--- config.mk ---
export PLATFORM = sky130hd
export DESIGN_NAME = xxh32_stream_hasher_core
export DESIGN_NICKNAME = d
export VERILOG_FILES = /design/src/rtl/xxh_pkg.sv /design/src/rtl/xxh_ctrl.sv /design/src/rtl/xxh_dp.sv /design/src/rtl/xxh32_stream_hasher_core.sv
export SDC_FILE = /design/constraint.sdc
export NUM_CORES = 2
export LEC_CHECK = 0
export BUFFER_PORTS_ARGS = -buffer_cell sky130_fd_sc_hd__buf_2
export CORE_MARGIN = 1.5
export CORE_UTILIZATION = 55
export CTS_CLUSTER_DIAMETER = 80
export DETAILED_ROUTE_END_ITERATION = 7
export PLACE_DENSITY = 0.71
export SYNTH_ARGS = -nofsm -noshare
export SYNTH_HDL_FRONTEND = slang
export SYNTH_SLANG_ARGS = --single-unit
--- constraint.sdc ---
create_clock -name clk -period 15.9 [get_ports clk]
set_input_delay 2.385 -clock clk [delete_from_list [all_inputs] [get_ports clk]]
set_output_delay 2.385 -clock clk [all_outputs]
set_load 0.01 [all_outputs]
--- src/rtl/xxh_pkg.sv ---
`timescale 1ns / 1ps

package xxh_pkg;

  localparam logic [31:0] PRIME1 = 32'h9E37_79B1;
  localparam logic [31:0] PRIME2 = 32'h85EB_CA77;
  localparam logic [31:0] PRIME3 = 32'hC2B2_AE3D;
  localparam logic [31:0] PRIME4 = 32'h27D4_EB2F;
  localparam logic [31:0] PRIME5 = 32'h1656_67B1;
  localparam logic [31:0] PRIME12 = PRIME1 + PRIME2;

  typedef enum logic [4:0] {
    OP_NONE,
    OP_TAKE,
    OP_LANE_W,
    OP_LANE_ROT,
    OP_LANE_P1,
    OP_FIN_INIT,
    OP_WORD_W,
    OP_BYTE_W,
    OP_H_ROT17,
    OP_H_ROT11,
    OP_H_P4,
    OP_H_P1,
    OP_XS15,
    OP_H_P2,
    OP_XS13,
    OP_H_P3,
    OP_EMIT
  } xxh_op_t;

  typedef struct packed {
    xxh_op_t    op;
    logic [3:0] idx;
  } xxh_cmd_t;

  typedef struct packed {
    logic [3:0] fill;
    logic       out_space;
  } xxh_sts_t;

  function automatic logic [31:0] rotl32(input logic [31:0] x, input int unsigned r);
    return (x << r) | (x >> (32 - r));
  endfunction

endpackage

--- src/rtl/xxh_ctrl.sv ---
`timescale 1ns / 1ps

module xxh_ctrl (
  input  logic              clk,
  input  logic              rst_n,
  input  logic              in_valid,
  input  logic              in_byte_present,
  input  logic              in_last,
  input  xxh_pkg::xxh_sts_t sts,
  output logic              in_ready,
  output xxh_pkg::xxh_cmd_t cmd
);
  import xxh_pkg::*;

  typedef enum logic [3:0] {
    S_IN,
    S_LANE_W,
    S_LANE_ROT,
    S_LANE_P1,
    S_FIN_INIT,
    S_TAIL,
    S_TAIL_ROT,
    S_TAIL_MUL,
    S_XS15,
    S_P2,
    S_XS13,
    S_P3,
    S_EMIT
  } state_t;

  state_t     state_r;
  logic [1:0] k_r;
  logic [3:0] pos_r;
  logic       pend_last_r;
  logic       word_mode_r;
  logic [3:0] rem;
  logic       stripe_done;

  assign rem         = sts.fill - pos_r;
  assign in_ready    = (state_r == S_IN);
  assign stripe_done = in_byte_present && (sts.fill == 4'hF);

  always_comb begin
    cmd.op  = OP_NONE;
    cmd.idx = {k_r, 2'b00};
    case (state_r)
      S_IN:       cmd.op = in_valid ? OP_TAKE : OP_NONE;
      S_LANE_W:   cmd.op = OP_LANE_W;
      S_LANE_ROT: cmd.op = OP_LANE_ROT;
      S_LANE_P1:  cmd.op = OP_LANE_P1;
      S_FIN_INIT: cmd.op = OP_FIN_INIT;
      S_TAIL: begin
        cmd.idx = pos_r;
        if (rem >= 4'd4) begin
          cmd.op = OP_WORD_W;
        end else if (rem != 4'd0) begin
          cmd.op = OP_BYTE_W;
        end
      end
      S_TAIL_ROT: cmd.op = word_mode_r ? OP_H_ROT17 : OP_H_ROT11;
      S_TAIL_MUL: cmd.op = word_mode_r ? OP_H_P4 : OP_H_P1;
      S_XS15:     cmd.op = OP_XS15;
      S_P2:       cmd.op = OP_H_P2;
      S_XS13:     cmd.op = OP_XS13;
      S_P3:       cmd.op = OP_H_P3;
      S_EMIT:     cmd.op = sts.out_space ? OP_EMIT : OP_NONE;
      default:    cmd.op = OP_NONE;
    endcase
  end

  always_ff @(posedge clk) begin
    if (!rst_n) begin
      state_r     <= S_IN;
      k_r         <= 2'd0;
      pos_r       <= 4'd0;
      pend_last_r <= 1'b0;
      word_mode_r <= 1'b0;
    end else begin
      case (state_r)
        S_IN: begin
          if (in_valid) begin
            if (stripe_done) begin
              state_r     <= S_LANE_W;
              k_r         <= 2'd0;
              pend_last_r <= in_last;
            end else if (in_last) begin
              state_r <= S_FIN_INIT;
            end
          end
        end
        S_LANE_W:   state_r <= S_LANE_ROT;
        S_LANE_ROT: state_r <= S_LANE_P1;
        S_LANE_P1: begin
          k_r <= k_r + 2'd1;
          if (k_r == 2'd3) begin
            state_r <= pend_last_r ? S_FIN_INIT : S_IN;
          end else begin
            state_r <= S_LANE_W;
          end
        end
        S_FIN_INIT: begin
          pos_r   <= 4'd0;
          state_r <= S_TAIL;
        end
        S_TAIL: begin
          if (rem >= 4'd4) begin
            word_mode_r <= 1'b1;
            state_r     <= S_TAIL_ROT;
          end else if (rem != 4'd0) begin
            word_mode_r <= 1'b0;
            state_r     <= S_TAIL_ROT;
          end else begin
            state_r <= S_XS15;
          end
        end
        S_TAIL_ROT: state_r <= S_TAIL_MUL;
        S_TAIL_MUL: begin
          pos_r   <= pos_r + (word_mode_r ? 4'd4 : 4'd1);
          state_r <= S_TAIL;
        end
        S_XS15: state_r <= S_P2;
        S_P2:   state_r <= S_XS13;
        S_XS13: state_r <= S_P3;
        S_P3:   state_r <= S_EMIT;
        S_EMIT: begin
          if (sts.out_space) begin
            state_r <= S_IN;
          end
        end
        default: state_r <= S_IN;
      endcase
    end
  end

  a_tail_in_range: assert property (@(posedge clk) disable iff (!rst_n)
    state_r == S_TAIL |-> pos_r <= sts.fill)
    else $error("tail position beyond fill");

  a_stripe_fold: assert property (@(posedge clk) disable iff (!rst_n)
    in_valid && in_ready && stripe_done |=> state_r == S_LANE_W && k_r == 2'd0)
    else $error("full stripe not folded");

  a_word_aligned: assert property (@(posedge clk) disable iff (!rst_n)
    state_r == S_TAIL_MUL && word_mode_r |=> pos_r[1:0] == 2'b00)
    else $error("word fold misaligned");

endmodule

--- src/rtl/xxh_dp.sv ---
`timescale 1ns / 1ps

module xxh_dp (
  input  logic              clk,
  input  logic              rst_n,
  input  xxh_pkg::xxh_cmd_t cmd,
  input  logic [7:0]        in_data_byte,
  input  logic              in_byte_present,
  input  logic              cfg_we,
  input  logic [31:0]       cfg_hash_seed,
  input  logic              out_ready,
  output xxh_pkg::xxh_sts_t sts,
  output logic              out_valid,
  output logic [31:0]       out_digest
);
  import xxh_pkg::*;

  logic [31:0] seed_r;
  logic [31:0] lane_r [4];
  logic [7:0]  buf_r [4][4];
  logic [3:0]  fill_r;
  logic [31:0] len_r;
  logic        seen_r;
  logic [31:0] h_r;
  logic [31:0] prod_r;
  logic        out_valid_r;
  logic [31:0] out_digest_r;

  logic [1:0]  wi;
  logic [31:0] word;
  logic [7:0]  byte_sel;
  logic [31:0] lane_sel;
  logic [31:0] merge;
  logic [31:0] mul_a;
  logic [31:0] mul_b;
  logic [31:0] mul_p;
  logic        start;
  logic        take;

  assign wi       = cmd.idx[3:2];
  assign word     = {buf_r[wi][3], buf_r[wi][2], buf_r[wi][1], buf_r[wi][0]};
  assign byte_sel = buf_r[wi][cmd.idx[1:0]];
  assign lane_sel = lane_r[wi];
  assign merge    = rotl32(lane_r[0], 1) + rotl32(lane_r[1], 7)
                  + rotl32(lane_r[2], 12) + rotl32(lane_r[3], 18);
  assign start    = (len_r == 32'd0) && !seen_r;
  assign take     = (cmd.op == OP_TAKE) && in_byte_present;

  always_comb begin
    mul_a = h_r;
    mul_b = PRIME1;
    case (cmd.op)
      OP_LANE_W:  begin mul_a = word;            mul_b = PRIME2; end
      OP_LANE_P1: begin mul_a = lane_sel;        mul_b = PRIME1; end
      OP_WORD_W:  begin mul_a = word;            mul_b = PRIME3; end
      OP_BYTE_W:  begin mul_a = {24'd0, byte_sel}; mul_b = PRIME5; end
      OP_H_P4:    mul_b = PRIME4;
      OP_H_P2:    mul_b = PRIME2;
      OP_H_P3:    mul_b = PRIME3;
      default:    mul_b = PRIME1;
    endcase
  end

  assign mul_p = mul_a * mul_b;

  assign sts.fill      = fill_r;
  assign sts.out_space = !out_valid_r || out_ready;
  assign out_valid     = out_valid_r;
  assign out_digest    = out_digest_r;

  always_ff @(posedge clk) begin
    if (!rst_n) begin
      seed_r      <= 32'd0;
      fill_r      <= 4'd0;
      len_r       <= 32'd0;
      seen_r      <= 1'b0;
      out_valid_r <= 1'b0;
    end else begin
      if (cfg_we) begin
        seed_r <= cfg_hash_seed;
      end
      if (take) begin
        fill_r <= fill_r + 4'd1;
        len_r  <= len_r + 32'd1;
        if (fill_r == 4'hF) begin
          seen_r <= 1'b1;
        end
      end
      if (cmd.op == OP_EMIT) begin
        out_valid_r <= 1'b1;
        fill_r      <= 4'd0;
        len_r       <= 32'd0;
        seen_r      <= 1'b0;
      end else if (out_valid_r && out_ready) begin
        out_valid_r <= 1'b0;
      end
    end
  end

  always_ff @(posedge clk) begin
    case (cmd.op)
      OP_TAKE: begin
        if (in_byte_present) begin
          if (start) begin
            lane_r[0] <= seed_r + PRIME12;
            lane_r[1] <= seed_r + PRIME2;
            lane_r[2] <= seed_r;
            lane_r[3] <= seed_r - PRIME1;
          end
          buf_r[fill_r[3:2]][fill_r[1:0]] <= in_data_byte;
        end
      end
      OP_LANE_W, OP_WORD_W, OP_BYTE_W: prod_r <= mul_p;
      OP_LANE_ROT: lane_r[wi] <= rotl32(lane_sel + prod_r, 13);
      OP_LANE_P1:  lane_r[wi] <= mul_p;
      OP_FIN_INIT: h_r <= (seen_r ? merge : seed_r + PRIME5) + len_r;
      OP_H_ROT17:  h_r <= rotl32(h_r + prod_r, 17);
      OP_H_ROT11:  h_r <= rotl32(h_r + prod_r, 11);
      OP_H_P4, OP_H_P1, OP_H_P2, OP_H_P3: h_r <= mul_p;
      OP_XS15:     h_r <= h_r ^ (h_r >> 15);
      OP_XS13:     h_r <= h_r ^ (h_r >> 13);
      OP_EMIT:     out_digest_r <= h_r ^ (h_r >> 16);
      default: ;
    endcase
  end

  a_stripe_wrap: assert property (@(posedge clk) disable iff (!rst_n)
    take && fill_r == 4'hF |=> fill_r == 4'd0 && seen_r)
    else $error("stripe fill did not wrap");

  a_emit_clears: assert property (@(posedge clk) disable iff (!rst_n)
    cmd.op == OP_EMIT |=> out_valid_r && len_r == 32'd0 && !seen_r)
    else $error("digest transfer did not reset message state");

  a_short_start: assert property (@(posedge clk) disable iff (!rst_n)
    cmd.op == OP_FIN_INIT && !seen_r |=> h_r == $past(seed_r + PRIME5 + len_r))
    else $error("short message start value wrong");

endmodule

--- src/rtl/xxh32_stream_hasher_core.sv ---
// A byte that does not complete a 16-byte stripe and is not the last leaves the core ready for more.
// A byte that completes a stripe folds the four lanes in turn on the shared multiplier.
// After a last item, the lanes are folded first if that item completed a stripe, then tail
// words and then tail bytes are folded and out_valid rises; the tail fold shares that multiplier.
// Synchronous active-low reset clears control state and the seed; the seed register
// is written at any cfg transfer and lanes load from it at the first byte of a message.
`timescale 1ns / 1ps

module xxh32_stream_hasher_core (
  input  logic        clk,
  input  logic        rst_n,
  input  logic        in_valid,
  output logic        in_ready,
  input  logic [7:0]  in_data_byte,
  input  logic        in_byte_present,
  input  logic        in_last,
  output logic        out_valid,
  input  logic        out_ready,
  output logic [31:0] out_digest,
  input  logic        cfg_valid,
  output logic        cfg_ready,
  input  logic [31:0] cfg_hash_seed
);
  import xxh_pkg::*;

  xxh_cmd_t cmd;
  xxh_sts_t sts;

  assign cfg_ready = 1'b1;

  xxh_ctrl u_ctrl (
    .clk             (clk),
    .rst_n           (rst_n),
    .in_valid        (in_valid),
    .in_byte_present (in_byte_present),
    .in_last         (in_last),
    .sts             (sts),
    .in_ready        (in_ready),
    .cmd             (cmd)
  );

  xxh_dp u_dp (
    .clk             (clk),
    .rst_n           (rst_n),
    .cmd             (cmd),
    .in_data_byte    (in_data_byte),
    .in_byte_present (in_byte_present),
    .cfg_we          (cfg_valid && cfg_ready),
    .cfg_hash_seed   (cfg_hash_seed),
    .out_ready       (out_ready),
    .sts             (sts),
    .out_valid       (out_valid),
    .out_digest      (out_digest)
  );

endmodule

==> flow_summary.toml <==
[cells_and_area]
post_layout_nonfiller_instances = 5668
drive_above_1_share_pct = 7.73
most-common-layout-cells = "inv_1 (580), fa_1 (462), nand2_1 (392)"
multi_input_area_mm2 = 0.0294
final_common_cell = "inv_1"
area_growth_syn_to_layout_pct = 7.20
layout.nets = 5350
seqCellArea_mm2 = 0.0122
fillCellCount = 6986

[setup_path]
r2r_slack_ns = 3.39
slowest_stage = "dfxtp_1"
cp-end-kind = "flip-flop"
cp-start-kind = "flip-flop"
crit_cells = 35
r2r_cells = 35
path_buf_inv = 4
crit_type = "flip-flop to flip-flop"
cp.required_ns = 16.25
cp_max_fo = 95
max_stage_delay_ns = 1.00
r2r_start = "u_ctrl.state_r[1]"
endpoint = "u_dp.lane_r[0][31]"
r2r_end = "u_dp.lane_r[0][31]"
crit_family = "adder cells"
cp-startpoint = "u_ctrl.state_r[1]"
arrival_ns = 12.86

[sta]
hold_violations = 0
final.min_clock_period_ns = 12.51
worst_slack_ns = 3.39
setup_tns_ns = 0
clock_skew_ns = 0.0354
final-max-slew-violation-count = 0
tightest_slew_ns = 1.42
rsz0062_at_grt = "no"
period_share_pct = 78.7
fmax_mhz = 79.9
slew_headroom_pct = 5.11
finalSetupViolations = 0

[floorplanning]
die_height_um = 288
fp.dieW_um = 288
std_cell_rows = 104
io_pins = 82
start_util_pct = 55.5
die-area_mm2 = 0.0829
core-area_mm2 = 0.0804

[placed_design]
dp_hpwl_mm = 134
port_buffers = 80
place_congestion = 1.03
pre_cts_slack_ns = 3.31
post-place-cells = 5574

[synthesis]
synthArstFlopShare_pct = 0
ys_seq_area_share_pct = 27.4
netlist_instances = 4571
synth_nets = 5356
synth_area_leaders = "edfxtp_1 (24%), fa_1 (21%), ha_1 (7.7%)"
netlist_area_mm2 = 0.0446
synth-main-ff-cell = "edfxtp_1"
synth_cell_types = 94
syn_area_per_cell_um2 = 9.76
synthDominantCellAreaShare_pct = 23.7
synth_top_cell_by_area = "edfxtp_1"
synth-edff-count = 352
ys_warn_count = 0
yosys_register_bits = 434

[clock_network]
root_buffer = "clkbuf_16"
clock_path_buffers = 3
holdBufCountCts = 0
cts_sinks = 434
cts_buffers = 49
post_cts_buffers = 0
cts_resized = 0
cts_max_level = 2
clk_pin_slew_worst_paths_ns = 0.07
insertion_delay_ns = 0.64
cts_tree = "built"

[grt]
grt_max_degree = 96
first_global_vias = 35019
grt_pass1_wl_mm = 241
overflow = 0
antenna_found_initial = 4
grtUsageTotal_pct = 40.5

[min_path]
min_path_type = "flip-flop to flip-flop"
hp-start = "u_dp.seen_r"

[routing]
drt_iter0_drc = 5202
vias = 36723
drc = 0
viasPerCell = 6.48
ant_nets = 0
drt_pass1_iterations = 7
wl_per_cell_um = 29.5
drt-total-wl_mm = 167

[flow_run]
maxCapViolations = 0

[status]
outcome = "finished, final reports clean"
## registers in the layout (all words and copies together), names as in the netlist, 2 cells and up
| register | cells |
|---|---|
| u_dp.out_digest | 32 |
| u_ctrl.k_r | 2 |
| u_dp.h_r | 32 |
| u_ctrl.pos_r | 4 |
| u_dp.buf_r | 128 |
| u_ctrl.state_r | 4 |
| u_dp.len_r | 32 |
| u_dp.lane_r | 128 |
| u_dp.prod_r | 32 |
| u_dp.fill_r | 4 |
| u_dp.seed_r | 32 |
## how the worst min path moves through the flow
| stage | depth (start not counted) | endpoint | slack [ns] |
|---|---|---|---|
| final | 2 | u_dp.seen_r | 0.46 |
| after global routing | 2 | u_dp.seen_r | 0.48 |
| after CTS | 2 | u_dp.seen_r | 0.47 |
| after detailed placement | 2 | u_dp.seen_r | 0.45 |
| after global placement | 2 | u_dp.seen_r | 0.44 |
| after floorplan | 0 | u_dp.out_digest[31] | 0.42 |
## metal layers
| layer | global-route usage [%] | vias to the layer above | wire length (µm) |
|---|---|---|---|
| li1 | - | 15680 | - |
| met1 | 56.4 | 17966 | 64400 |
| met2 | 57.1 | 2582 | 69000 |
| met3 | 13.4 | 491 | 24600 |
| met4 | 18.1 | 4 | 9200 |
| met5 | 0 | - | 105 |
## final cells by class
type	instances	share of cell area, %
multi-input cells	3340	61.5
flip-flops and latches	434	25.5
inverters	590	4.63
clock buffers	66	2.87
well taps	1060	2.77
repair buffers	150	1.96
clock inverters	26	0.701
diodes	2	0.0105
## cell usage after synthesis (14+ instances only)
cell,n
buf_2,23
o21a_1,38
a22oi_1,17
mux4_2,14
mux2_2,46
buf_1,18
edfxtp_1,352
xnor2_1,204
or3_1,20
o221ai_1,39
o211ai_1,25
mux2i_1,103
nor4_1,17
nand2b_1,49
nand3_1,69
o21bai_1,31
inv_1,580
a221o_1,47
and2_1,27
clkbuf_1,151
and3_1,41
nor3_1,37
a21oi_1,256
a21o_1,54
ha_1,276
nor2_1,378
a211oi_1,22
xor2_1,139
dfxtp_1,82
a31oi_1,34
o31ai_1,20
nor2b_1,65
o21ai_0,171
nand4_1,26
fa_1,462
nand2_1,392
a221oi_1,30
## worst register-to-register path: cells and delay by family, from the launching register on
family,cells,cell delay [ns]
adder cells (fa/ha/maj),8,3.63
XOR/XNOR,12,2.76
AND/OR/NAND/NOR,4,1.35
AO/OA/AOI/OAI,6,2.01
buffers and inverters,4,0.92
multiplexers,1,0.54
flip-flops,1,1.00
## kinds of logic (layout without fill, tap and decap cells)
group,after synthesis,count (layout),synth area share (%)
flops,434,434,27.4
buf+inv,797,832,6.93
compound gates,930,930,14.2
other cells,1,3,0.00840
mux,164,164,4.23
simple gates,1157,1157,11.7
xor+xnor,350,350,7.05
fa+ha+maj,738,738,28.5
## stage by stage
step	cell area [µm²]	hold WS (ns)	util, %
after floorplan	44600	0.424	-
after global placement	46100	0.443	57.4
after detailed placement	46100	0.455	57.4
after CTS	47800	0.469	59.5
after global routing	47800	0.484	59.5
final	47800	0.464	59.5
Power is not shown: default switching activity piles up to over one toggle a cycle in this logic, so the estimate is an artifact.
